===== src/hw/rtl/nga_pkg.sv =====
// Shared types and constants of the neighbour gravity accumulator.
package nga_pkg;

   localparam int FRAC_BITS = 16;
   localparam int OUT_FRAC = 24;

   // softening term round(2^(3F) / 10^6) in Q.3F
   localparam logic [95:0] EPS_WIDE =
      ((96'd1 << (3 * FRAC_BITS)) + 96'd500000) / 96'd1000000;
   localparam logic [63:0] EPS = EPS_WIDE[63:0];

   localparam int QUEUE_DEPTH = 2;

   // configuration register indexes
   localparam logic [7:0] CSR_GRAV = 8'd0;
   localparam logic [7:0] CSR_RADIUS = 8'd1;

   // item kinds handed from front to back
   localparam logic [1:0] KIND_LOAD = 2'd0;
   localparam logic [1:0] KIND_SKIP = 2'd1;
   localparam logic [1:0] KIND_ACC = 2'd2;

   typedef struct packed {
      logic [1:0]  kind;
      logic        last;
      logic [30:0] ad_x;
      logic [30:0] ad_y;
      logic [30:0] ad_z;
      logic        neg_x;
      logic        neg_y;
      logic        neg_z;
      logic [31:0] mass;
   } item_type;

endpackage


===== src/hw/rtl/nga_queue.sv =====
// Short queue of classified items between front and back.
module nga_queue import nga_pkg::*; (
   input  logic     clock,
   input  logic     reset,
   input  logic     push,
   input  item_type push_item,
   output logic     full,
   input  logic     pop,
   output logic     empty,
   output item_type pop_item
);

   localparam int PTR_W = $clog2(QUEUE_DEPTH);

   item_type              slot_ff [QUEUE_DEPTH];
   logic [PTR_W-1:0]      wr_ff, rd_ff;
   logic [PTR_W:0]        count_ff;

   assign full = (count_ff == (PTR_W+1)'(QUEUE_DEPTH));
   assign empty = (count_ff == '0);
   assign pop_item = slot_ff[rd_ff];

   // store pushed items
   always_ff @(posedge clock) begin
      if (push && !full) begin
         slot_ff[wr_ff] <= push_item;
      end
   end

   // advance pointers and fill count
   always_ff @(posedge clock) begin
      if (reset) begin
         wr_ff <= '0;
         rd_ff <= '0;
         count_ff <= '0;
      end else begin
         if (push && !full) begin
            wr_ff <= (wr_ff == PTR_W'(QUEUE_DEPTH - 1)) ? '0 : wr_ff + 1'b1;
         end
         if (pop && !empty) begin
            rd_ff <= (rd_ff == PTR_W'(QUEUE_DEPTH - 1)) ? '0 : rd_ff + 1'b1;
         end
         count_ff <= count_ff + (PTR_W+1)'(push && !full) - (PTR_W+1)'(pop && !empty);
      end
   end

endmodule


===== config.mk =====
export PLATFORM = sky130hd
export DESIGN_NAME = nga_queue
export DESIGN_NICKNAME = d
export VERILOG_FILES = /design/src/hw/rtl/nga_pkg.sv /design/src/hw/rtl/nga_queue.sv
export SDC_FILE = /design/constraint.sdc
export NUM_CORES = 1
export LEC_CHECK = 0
export CORE_MARGIN = 2
export CORE_UTILIZATION = 35
export DETAILED_ROUTE_END_ITERATION = 10
export DONT_BUFFER_PORTS = 1
export PLACE_DENSITY = 0.5
export REMOVE_ABC_BUFFERS = 1
export SLEW_MARGIN = 10
export SYNTH_ARGS = -nofsm -noshare
export SYNTH_HDL_FRONTEND = slang
export SYNTH_SLANG_ARGS = --single-unit

===== constraint.sdc =====
create_clock -name clock -period 4 [get_ports clock]
set_input_delay 0.4 -clock clock [delete_from_list [all_inputs] [get_ports clock]]
set_output_delay 0.4 -clock clock [all_outputs]
set_load 0.03 [all_outputs]

==> out/qor.txt <==
Status: complete, no violations
Period minus WS final: 2.67 ns
Achievable frequency: 374 MHz
Grt total ovfl: 0
Max-cap violation count: 0
Critical path startpoint category: register
Synth async-reset ratio: 0%
Worst-Skew Late Latency: 0.53 ns
Final cell count without fillers: 993
Core ar.: 28,500 um^2
Die area: 30,100 um^2
Leakage: 4.40 nW
Setup ws final: 1.33 ns
Root buf cell: clkbuf_16
Pint: 5.96 mW
Synth Warn #: 0
P_sw: 2.91 mW
First drt pass iteration count: 4
Post-synthesis area per instance: 23.1 um^2
Max clock buf depth: 3
Placed Area: 10,500 um^2
Seq pwr share: 42.0%
R2R depth: 5
Layout area overhead: 26.4%
Die span in x: 174 um
Clock power share: 28.4%
Placer Congestion: 0.750
Seq/Total Area, Yosys: 79.2%
Total CTS buffers: 28
Core Rows: 62
Post-route cell area: 12,700 um^2
Post-DP HPWL: 11.7 mm
Global Route Usage Sum: 12.4%
Setup crit end: pop_item[17]
Via density: 4.54
Unique masters post-synth: 22
Post-DRT Antenna Nets: 0
Mapped Area: 10,100 um^2
Share of layout cells above drive strength 1: 30.0%
Worst vdd ir: 0.582 mV
Pre-CTS setup slack: 1.45 ns
Skew final: 0.0109 ns
Reg-to-Reg Start: count_ff[0]
Worst hold path class: in2reg
Fin crit share: 66.8%
Residual DRC count: 0
WL per Instance: 19.2 um
Io pins: 268
Vias: 4,510
Final Hold Viols: 0
Syn Inst Count: 435
CP Data Required Time: 3.60 ns
Slew Viols, Final: 0
Primary FF master, synth: edfxtp_1
Post-synth EDFFs: 262
WP data arrival: 2.27 ns
H-tree levels: 1
Die H: 174 um
Switching Share: 32.8%
Clock transition at path regs: 0.06 ns
Final setup viols: 0
Critical path class: reg2out
First-pass GRT wire length: 29.3 mm
Relative slew slack: 55.1%
Initial core utilization: 35.3%
Setup TNS: 0 ns
Largest net degree at the start of global routing: 74
Tightest Pin Transition: 0.673 ns
Initial antenna violation count: 2
RSZ-0062 raised after global routing: false
Initial DRC count: 217
# placed instances: 810
Final wirelength: 19.1 mm
Crit-path max FO: 35
Seq cells post-synth: 267
Vias in the first global route: 5,028
Number of port buffers: 0
RR Endpoint: slot_ff[0][26]
Critical Path End Type: output pin
CTS tree: done
Total clock sinks: 267
Logic pwr share: 29.6%
Fin nets: 725
Pwr Density: 698 nW/um^2
Final core utilization: 44.7%
Worst hold slack: 0.215 ns
Reg-to-reg slack, setup: 1.48 ns
Antenna Cells: 0
Power Total: 8.87 mW
-- logic make-up after synthesis --
family	after synthesis	share of synthesized area, %
AOI/OAI and AO/OA	3	0.174
xor gates and xnor gates	2	0.174
adders and majority gates	2	0.249
buffers and inverters	19	1.62
DFF	267	79.2
muxes	131	18.0
and+or+nand+nor	11	0.572
-- cell usage after synthesis (2+ instances only) --
library cell | instances | area share (%)
ha_1 | 2 | 0.25
buf_2 | 4 | 0.20
mux2_4 | 90 | 13
buf_6 | 10 | 1.1
nor2_1 | 4 | 0.15
edfxtp_1 | 262 | 78
mux2_2 | 41 | 4.6
inv_1 | 4 | 0.15
dfxtp_1 | 5 | 0.99
-- routing by layer --
layer	global-route usage [%]	vias up	share of wire (%)
met5	0	-	0.13
met4	4.13	4	3.3
met3	4.82	41	9.3
met2	20.7	189	48
met1	14.6	2245	40
li1	-	2031	-
-- flip-flops by register name (all words and copies together) (netlist names), named ones only --
signal    count
wr_ff         1
count_ff      2
rd_ff         1
slot_ff     262
-- worst min path at each step --
stage | from | endpoint | slack, ns | cells after the start
6_report | pop | register | 0.22 | 3
5_1_grt | pop | rd_ff | 0.22 | 3
4_1_cts | push | wr_ff | 0.18 | 3
3_5_place_dp | reset | register | 0.47 | 1
3_3_place_gp | reset | register | 0.47 | 1
2_1_floorplan | wr_ff | wr_ff | 0.45 | 2
-- power groups by stage --
| stage | Sequential (mW) | Clock, mW | Combinational, mW |
|---|---|---|---|
| 2_1_floorplan | 3.93 | 0 | 2.23 |
| 3_3_place_gp | 3.77 | 0 | 2.53 |
| 3_5_place_dp | 3.80 | 0 | 2.54 |
| 4_1_cts | 3.74 | 2.60 | 2.67 |
| 5_1_grt | 3.78 | 2.71 | 2.75 |
| 6_report | 3.73 | 2.52 | 2.62 |
-- area by class of cell --
| type | instances | area (um^2) |
|---|---|---|
| Timing Repair Buffer | 138 | 1400 |
| Multi-Input combinational cell | 149 | 1940 |
| Clock buffer | 33 | 741 |
| Clock inverter | 18 | 161 |
| Sequential cell | 267 | 7970 |
| Inverter | 4 | 20.0 |
| Fill cell | 2440 | 15800 |
| Tap cell | 384 | 480 |
-- critical path, stage by stage, from the launching register on --
cell	delay [ns]
dfxtp_4	0.73
buf_4	0.46
mux2_2	0.49
-- timing repair --
| action | in CTS | in global routing |
|---|---|---|
| endpoints found under the setup margin | 0 | 0 |
| buffers inserted | 0 | 0 |
| hold buffers | 132 | 0 |
| gates resized for setup | 0 | 0 |
| hold endpoints to repair | 267 | 0 |
-- placed cells by master, fill, tap and decap left out, types with 2 or more instances in the layout --
cell type and count:
buf_12 3, buf_4 3, bufinv_16 3, clkbuf_1 4, clkbuf_16 29, clkinv_1 5
clkinv_2 9, dfxtp_1 4, dlygate4sd3_1 132, edfxtp_1 262, ha_1 2, inv_1 3
mux2_2 41, mux2_4 90, nor2_1 4
Power figures use the tool's default switching activity.
