--- config.mk ---
export PLATFORM = sky130hd
export DESIGN_NAME = nga_front
export DESIGN_NICKNAME = d
export VERILOG_FILES = /design/src/hw/rtl/nga_pkg.sv /design/src/hw/rtl/nga_front.sv
export SDC_FILE = /design/constraint.sdc
export NUM_CORES = 1
export LEC_CHECK = 0
export BUFFER_PORTS_ARGS = -buffer_cell sky130_fd_sc_hd__clkbuf_2
export CAP_MARGIN = 20
export CELL_PAD_IN_SITES_DETAIL_PLACEMENT = 1
export CELL_PAD_IN_SITES_GLOBAL_PLACEMENT = 2
export CORE_ASPECT_RATIO = 1.2
export CORE_MARGIN = 4
export CORE_UTILIZATION = 34
export DETAILED_ROUTE_END_ITERATION = 7
export HOLD_SLACK_MARGIN = 0.1
export PLACE_DENSITY = 0.95
export RECOVER_POWER = 50
export SLEW_MARGIN = 30
export SYNTH_ARGS = -nofsm -noshare
export SYNTH_HDL_FRONTEND = slang
export SYNTH_SLANG_ARGS = --single-unit
export TNS_END_PERCENT = 1
--- constraint.sdc ---
create_clock -name clock -period 19 [get_ports clock]
set_input_delay 3.8 -clock clock [delete_from_list [all_inputs] [get_ports clock]]
set_output_delay 3.8 -clock clock [all_outputs]
set_load 0.02 [all_outputs]
--- src/hw/rtl/nga_pkg.sv ---
// Shared types and constants of the neighbour gravity accumulator.
package nga_pkg;

   localparam int FRAC_BITS = 16;
   localparam int OUT_FRAC = 24;

   // softening term round(2^(3F) / 10^6) in Q.3F
   localparam logic [95:0] EPS_WIDE =
      ((96'd1 << (3 * FRAC_BITS)) + 96'd500000) / 96'd1000000;
   localparam logic [63:0] EPS = EPS_WIDE[63:0];

   localparam int QUEUE_DEPTH = 2;

   // configuration register indexes
   localparam logic [7:0] CSR_GRAV = 8'd0;
   localparam logic [7:0] CSR_RADIUS = 8'd1;

   // item kinds handed from front to back
   localparam logic [1:0] KIND_LOAD = 2'd0;
   localparam logic [1:0] KIND_SKIP = 2'd1;
   localparam logic [1:0] KIND_ACC = 2'd2;

   typedef struct packed {
      logic [1:0]  kind;
      logic        last;
      logic [30:0] ad_x;
      logic [30:0] ad_y;
      logic [30:0] ad_z;
      logic        neg_x;
      logic        neg_y;
      logic        neg_z;
      logic [31:0] mass;
   } item_type;

endpackage

--- src/hw/rtl/nga_front.sv ---
// Front end: holds the target, forms offsets and classifies each beat.
module nga_front import nga_pkg::*; (
   input  logic        clock,
   input  logic        reset,
   input  logic        accept,
   input  logic        command,
   input  logic [31:0] pos_x,
   input  logic [31:0] pos_y,
   input  logic [31:0] pos_z,
   input  logic [31:0] mass,
   input  logic        source_alive,
   input  logic        is_self,
   input  logic        last,
   input  logic [30:0] radius,
   output item_type    item
);

   logic [31:0] target_x_ff, target_y_ff, target_z_ff;
   logic [32:0] dx, dy, dz;
   logic [32:0] ax, ay, az;
   logic        far;

   // form exact 33-bit offsets and their magnitudes
   always_comb begin
      dx = {pos_x[31], pos_x} - {target_x_ff[31], target_x_ff};
      dy = {pos_y[31], pos_y} - {target_y_ff[31], target_y_ff};
      dz = {pos_z[31], pos_z} - {target_z_ff[31], target_z_ff};
      ax = dx[32] ? (33'd0 - dx) : dx;
      ay = dy[32] ? (33'd0 - dy) : dy;
      az = dz[32] ? (33'd0 - dz) : dz;
      far = (ax >= {2'b0, radius}) || (ay >= {2'b0, radius}) || (az >= {2'b0, radius});
   end

   // classify the beat
   always_comb begin
      item.last = last;
      item.ad_x = ax[30:0];
      item.ad_y = ay[30:0];
      item.ad_z = az[30:0];
      item.neg_x = dx[32];
      item.neg_y = dy[32];
      item.neg_z = dz[32];
      item.mass = mass;
      if (!command) begin
         item.kind = KIND_LOAD;
      end else if (source_alive && !is_self && !far) begin
         item.kind = KIND_ACC;
      end else begin
         item.kind = KIND_SKIP;
      end
   end

   // hold the target position
   always_ff @(posedge clock) begin
      if (reset) begin
         target_x_ff <= '0;
         target_y_ff <= '0;
         target_z_ff <= '0;
      end else if (accept && !command) begin
         target_x_ff <= pos_x;
         target_y_ff <= pos_y;
         target_z_ff <= pos_z;
      end
   end

endmodule

==> flow_metrics.tcl, run 1 <==
set metrics [dict create \
    status "finished, violations left" \
    violations "max-capacitance violations, max-slew violations" \
    fill_cells 5621 \
    dp_slack_ns 4.52 \
    coreArea_sq_mm 0.0428 \
    worstMarginPinSlew_ns 4.84 \
    yosysSeqAreaShare 0.131 \
    via_count 16193 \
    route.detailed.drc 0 \
    p_per_area_mw_per_mm2 75.9 \
    crit_fanout 6 \
    ys_top_cells_by_area "ha_1 (16%), dfxtp_1 (13%), nand2_1 (9.1%)" \
    wl_per_cell_microns 21.1 \
    finalHoldViolCount 0 \
    overflow 0 \
    max_freq_ghz 0.0687 \
    clk_pin_slew_worst_paths_ns 0.07 \
    worst_ep_required_time_ns 15.20 \
    post_cts_buffers 0 \
    max-vdd-ir-drop_mv 0.0532 \
    via_per_inst 5.77 \
    netlist_area_sq_mm 0.0147 \
    synth_top_area_cell "ha_1" \
    max_cap_viol_count 1 \
    rows 83 \
    min_to "target_x_ff[14]$_SDFFE_PP0P_" \
    post-dp-hpwl_microns 49400 \
    ys_warn_count 0 \
    initial_utilization 0.344 \
    drt_wl_total_microns 59200 \
    cts_root_buf "clkbuf_16" \
    firstDrtPassIters 5 \
    rsz0062_at_grt "no" \
    critPathCaptureType "output pin" \
    syn_area_per_cell_sq_um 6.93 \
    cts.path.max_buffers 2 \
    synthFlopType "dfxtp_1" \
    rr_endpoint "target_x_ff[1]$_SDFFE_PP0P_" \
    grt_pass1_vias 16599 \
    synth_top_area_share 0.163 \
    hold_class "reg2reg" \
    cp-start-kind "input pin" \
    final_nets 2610 \
    fin_tns_setup_ns 0 \
    cts_tree "built" \
    syn2layout_area_growth_pct 10.8 \
    yosysMostFrequentCell "nand2_1" \
    worstHoldStart "target_x_ff[14]$_SDFFE_PP0P_" \
    period_share 0.766 \
    dr.first_iter.drc_count 678 \
    antenna_found_initial 3 \
    cts_htree_levels 3 \
    port_buffers 230 \
    grt_pass1_wl_microns 91100 \
    multi_input_area_sq_mm 0.0116 \
    fp.dieH_microns 236 \
    utilization 0.381 \
    reg2reg_depth 2 \
    ctsHoldBuffers 0 \
    period_needed_ns 14.56 \
    ioPinCount 297 \
    cts_resized 0 \
    die_area_sq_mm 0.0467 \
    layout_setup_ws_ns 4.44 \
    track_usage 0.244 \
    synth_common_cells "nand2_1 (357), a21oi_1 (229), ha_1 (192)" \
    yosys.cell_types.count 94 \
    async_flop_share 0 \
    whs_ns 0.454 \
    synth_edf_count 0 \
    crit_type "in2out" \
    r2r_start "target_x_ff[1]$_SDFFE_PP0P_" \
    layout.area.seq_sq_mm 0.00192 \
    finalSetupViolations 0 \
    numClockSinks 96 \
    syn_nets 2485 \
    gp_congestion 0.929 \
    p_leak_uw 0.00690 \
    drv_slew 97 \
    ys_ff_latch 96 \
    grt_max_degree 97 \
    p_total_uw 1240 \
    clk_latency_ns 0.40 \
    crit_arrival_ns 10.76 \
    chipWidth_microns 198 \
    cts_made_buffers 9 \
    drive_gt1_frac 0.131 \
    clock_skew_ns 0 \
    synthCells 2124 \
    hold_depth 2 \
    r2r_setup_slack_ns 18.31 \
    ant_nets 0 \
    relSlewSlack -2.23 \
]
[layer usage]
layer | part of all wire | GRT usage | wire length [microns]
met5 | 0.00022 | 0 | 13
met3 | 0.044 | 0.0334 | 2580
met4 | 0.043 | 0.109 | 2570
met2 | 0.48 | 0.423 | 28600
met1 | 0.43 | 0.298 | 25500
[how the worst max path moves through the flow]
| stage | startpoint | end | slack [ns] | cells past startpoint |
|---|---|---|---|---|
| after floorplan | pos_z[0] | item[130] | 5.11 | 25 |
| after global placement | pos_x[0] | item[130] | 4.91 | 25 |
| after detailed placement | pos_z[0] | item[130] | 4.52 | 27 |
| after CTS | pos_z[0] | item[130] | 4.51 | 27 |
| after global routing | pos_z[0] | item[130] | 3.69 | 27 |
| final | pos_z[0] | item[130] | 4.44 | 27 |
[critical path, stage by stage]
cell	delay, ns
clkbuf_2	0.09
inv_1	0.06
ha_1	0.17
inv_1	0.06
fa_1	0.42
a211oi_2	0.38
o21ai_1	0.23
xnor2_1	0.35
o211ai_1	0.20
nor3_1	0.57
and3_1	0.32
nand3_1	0.20
nor4_1	0.56
nand2_1	0.13
nand2_1	0.12
xnor2_1	0.18
ha_1	0.30
a22o_1	0.21
a2111oi_0	0.45
nand4_1	0.15
a2111oi_0	0.36
o221ai_1	0.20
a211o_1	0.28
a31o_2	0.22
a41o_1	0.24
nor4_1	0.28
clkbuf_2	0.22
[power breakdown]
group | switching [uW] | leakage (uW) | internal [uW]
combinational | 539 | 0.00596 | 280
clock | 94.3 | 0.000150 | 109
sequential | 4.65 | 0.000785 | 210
total | 637 | 0.00690 | 599
[through the flow]
stage	std cells	cell area, sq um
floorplan	2124	14700
global placement	2790	16000
detailed placement	2790	16000
CTS	2806	16300
global route	2808	16300
finish	2808	16300
[cell usage in the layout (no fill, tap or decap), types with 14 or more instances in the layout]
cell type	count
nor3_1	31
nor2b_1	14
ha_1	192
and2_1	26
a31oi_1	19
clkbuf_2	228
o211ai_1	29
a21o_1	61
or3_1	21
a211oi_1	28
inv_1	158
nand3_1	49
nand4_1	39
xnor2_1	96
xor2_1	43
nand2_1	356
a21oi_1	229
o31ai_1	16
dfxtp_1	96
nor2_1	112
o21ai_0	101
nor4_1	16
and3_1	18
o21a_1	22
[area by class of cell]
| cell class | count | share of cell area |
|---|---|---|
| Clock inverter | 3 | 0.00246 |
| Sequential cell | 96 | 0.118 |
| Multi-Input combinational cell | 1749 | 0.712 |
| Antenna cell | 2 | 0.000307 |
| Clock buffer | 13 | 0.0160 |
| Tap cell | 552 | 0.0424 |
| Timing Repair Buffer | 235 | 0.0730 |
| Inverter | 158 | 0.0364 |
[sequential cells by signal, summed over array words and instances, names as in the netlist]
register,cells
target_x_ff,32
target_y_ff,32
target_z_ff,32
[kinds of logic after synthesis]
group	synth area share
simple gates	0.249
flops	0.131
mux	0.00714
compound gates	0.281
fa+ha+maj	0.167
buf+inv	0.0824
xor+xnor	0.0827
Power figures use the tool's default switching activity.
==> run 2, diff against run 1 <==
--- a/config.mk
+++ b/config.mk
@@ -5,16 +5,17 @@
 export SDC_FILE = /design/constraint.sdc
 export NUM_CORES = 1
 export LEC_CHECK = 0
+export ABC_AREA = 1
 export BUFFER_PORTS_ARGS = -buffer_cell sky130_fd_sc_hd__clkbuf_2
 export CAP_MARGIN = 20
 export CELL_PAD_IN_SITES_DETAIL_PLACEMENT = 1
 export CELL_PAD_IN_SITES_GLOBAL_PLACEMENT = 2
 export CORE_ASPECT_RATIO = 1.2
 export CORE_MARGIN = 4
-export CORE_UTILIZATION = 34
+export CORE_UTILIZATION = 29
 export DETAILED_ROUTE_END_ITERATION = 7
 export HOLD_SLACK_MARGIN = 0.1
-export PLACE_DENSITY = 0.95
+export PLACE_DENSITY = 0.93
 export RECOVER_POWER = 50
 export SLEW_MARGIN = 30
 export SYNTH_ARGS = -nofsm -noshare
==> constraint.sdc (replaced) <==
create_clock -name clock -period 14.1 [get_ports clock]
set_input_delay 2.82 -clock clock [delete_from_list [all_inputs] [get_ports clock]]
set_output_delay 2.82 -clock clock [all_outputs]
set_load 0.02 [all_outputs]
==> run 2 against run 1 <==
  * The run still ends with max-capacitance violations, max-slew violations left
  * Sequential power grew 37%
  * Combinational power rose by 74%
  * Die area rose by 30%
  * Largest cell class unchanged
==> flow_metrics.tcl, run 2 <==
set metrics [dict create \
    yosys.cell_types.count 50 \
    rows 95 \
    combPwrFrac 0.710 \
    drt_wl_total_microns 64800 \
    ant_nets 0 \
    antenna_found_initial 0 \
    max_freq_ghz 0.0935 \
    gp_congestion 0.941 \
    cts.path.max_buffers 2 \
    swShare 0.560 \
    cts_tree "built" \
    cts_htree_levels 3 \
    grt_pass1_wl_microns 99300 \
    finalHoldViolCount 0 \
    netlist_area_sq_mm 0.0164 \
    crit_arrival_ns 7.87 \
    utilization 0.328 \
    max_cap_viol_count 2 \
    syn2layout_area_growth_pct 12.0 \
    internal-power_uw 879 \
    cts_made_buffers 9 \
    yosysMostFrequentCell "nand2_1" \
    synth_top_area_share 0.210 \
    worst_ep_required_time_ns 11.28 \
    initial_utilization 0.293 \
    fp.dieH_microns 269 \
    overflow 0 \
    share_seq_of_total_power 0.147 \
    synth_edf_count 0 \
    drv_slew 152 \
    chipWidth_microns 225 \
    via_count 18227 \
    crit_type "in2out" \
    clk_latency_ns 0.38 \
    period_needed_ns 10.69 \
    syn_area_per_cell_sq_um 5.58 \
    route.detailed.drc 0 \
    grt_max_degree 79 \
    layout_setup_ws_ns 3.41 \
    ioPinCount 297 \
    violations "max-capacitance violations, max-slew violations" \
    p_leak_uw 0.0105 \
    syn_nets 3299 \
    n_antenna_cell 0 \
    layout_commonest_cell "nand2_1" \
    firstDrtPassIters 5 \
    async_flop_share 0 \
    final_nets 3468 \
    dp_slack_ns 3.23 \
    clk_pin_slew_worst_paths_ns 0.07 \
    wl_per_cell_microns 16.9 \
    grt_pass1_vias 18160 \
    yosysSeqAreaShare 0.117 \
    cts_resized 0 \
    p_clk_frac 0.143 \
    worstMarginPinSlew_ns 3.18 \
    dr.first_iter.drc_count 813 \
    ys_ff_latch 96 \
    max-vdd-ir-drop_mv 0.0594 \
    period_share 0.758 \
    drive_gt1_frac 0.108 \
    critPathCaptureType "output pin" \
    synth_top_area_cell "nand2_1" \
    ctsHoldBuffers 0 \
    numClockSinks 96 \
    relSlewSlack -1.12 \
    synthCells 2938 \
    hold_class "reg2reg" \
    fin_tns_setup_ns 0 \
    port_buffers 230 \
    cp-start-kind "input pin" \
    path_common_cell "nand2_1" \
    via_per_inst 4.75 \
    netSwitchingPower_uw 1120 \
    status "finished, violations left" \
    post_cts_buffers 0 \
    finalSetupViolations 0 \
    slowest_stage "fa_1" \
    p_per_area_mw_per_mm2 109 \
    coreArea_sq_mm 0.0560 \
    clock_skew_ns 0 \
    slowest_delay_ns 0.44 \
    ys_top_cells_by_area "nand2_1 (21%), ha_1 (15%), inv_1 (14%)" \
    post-dp-hpwl_microns 57000 \
    top_regs "target_x_ff x32, target_y_ff x32, target_z_ff x32" \
    synth_common_cells "nand2_1 (916), inv_1 (598), nor2_1 (327)" \
    mostFrequentLayoutCells "nand2_1 (916), inv_1 (598), nor2_1 (327)" \
    track_usage 0.209 \
    cts_root_buf "clkbuf_16" \
    rsz0062_at_grt "no" \
    crit_fanout 25 \
    die_area_sq_mm 0.0605 \
    ys_warn_count 0 \
    synthFlopType "dfxtp_1" \
]
==> run 2: final timing paths <==
path | depth (start not counted) | slack [ns] | start | to
setup / recovery | 35 | 3.41 | pos_z[0] | item[129]
hold / removal | 2 | 0.46 | target_y_ff[5]$_SDFFE_PP0P_ | target_y_ff[5]$_SDFFE_PP0P_
hold reg to reg | 2 | 0.46 | target_y_ff[5]$_SDFFE_PP0P_ | target_y_ff[5]$_SDFFE_PP0P_
setup reg to reg | 2 | 13.34 | target_x_ff[1]$_SDFFE_PP0P_ | target_x_ff[1]$_SDFFE_PP0P_
==> run 2: cell families (layout without fill, tap and decap cells) <==
group / count (synthesis) / in the layout / synth area share
and+or+nand+nor: 1584 / 1584 / 0.407
buffers and inverters: 683 / 856 / 0.165
AOI/OAI and AO/OA: 286 / 286 / 0.110
adders and majority gates: 195 / 195 / 0.150
DFF: 96 / 96 / 0.117
xor gates and xnor gates: 94 / 94 / 0.0511
==> run 2: cell type report <==
cell class,instances,area (sq um)
Sequential cell,96,1920
Timing Repair Buffer,233,1170
Inverter,608,2280
Clock buffer,10,239
Fill cell,7687,37600
Tap cell,727,910
Clock inverter,5,81.3
Multi-Input combinational cell,2159,11800
==> run 2: stage by stage <==
stage | instance area, sq um | cells | total power, uW | hold slack, ns
floorplan | 16400 | 2938 | 1250 | 0.443
global placement | 18100 | 3823 | 1690 | 0.455
detailed placement | 18100 | 3823 | 1720 | 0.460
CTS | 18400 | 3838 | 2020 | 0.474
global route | 18400 | 3838 | 2180 | 0.490
finish | 18400 | 3838 | 2000 | 0.465
==> run 2: power by group through the flow <==
stage          logic (uW)  clock network [uW]  registers, uW
6_report             1420                 285            294
5_1_grt              1580                 307            296
4_1_cts              1420                 300            294
3_5_place_dp         1420                   0            301
3_3_place_gp         1390                   0            300
2_1_floorplan         948                   0            299
==> run 2: routing by layer <==
metal	wire, microns	vias up	part of all wire	global-route usage
met1	29100	8446	0.45	0.262
li1	-	9446	-	-
met2	31500	282	0.49	0.377
met4	1160	0	0.018	0.0454
met5	0	-	0	0
met3	3040	53	0.047	0.0347
==> run 2: critical path, delay by kind of cell <==
| kind | cells | cell delay [ns] |
|---|---|---|
| AND/OR/NAND/NOR | 21 | 2.17 |
| AO/OA/AOI/OAI | 5 | 0.81 |
| buffers and inverters | 5 | 0.78 |
| adder cells (fa/ha/maj) | 3 | 0.91 |
| XOR/XNOR | 1 | 0.34 |
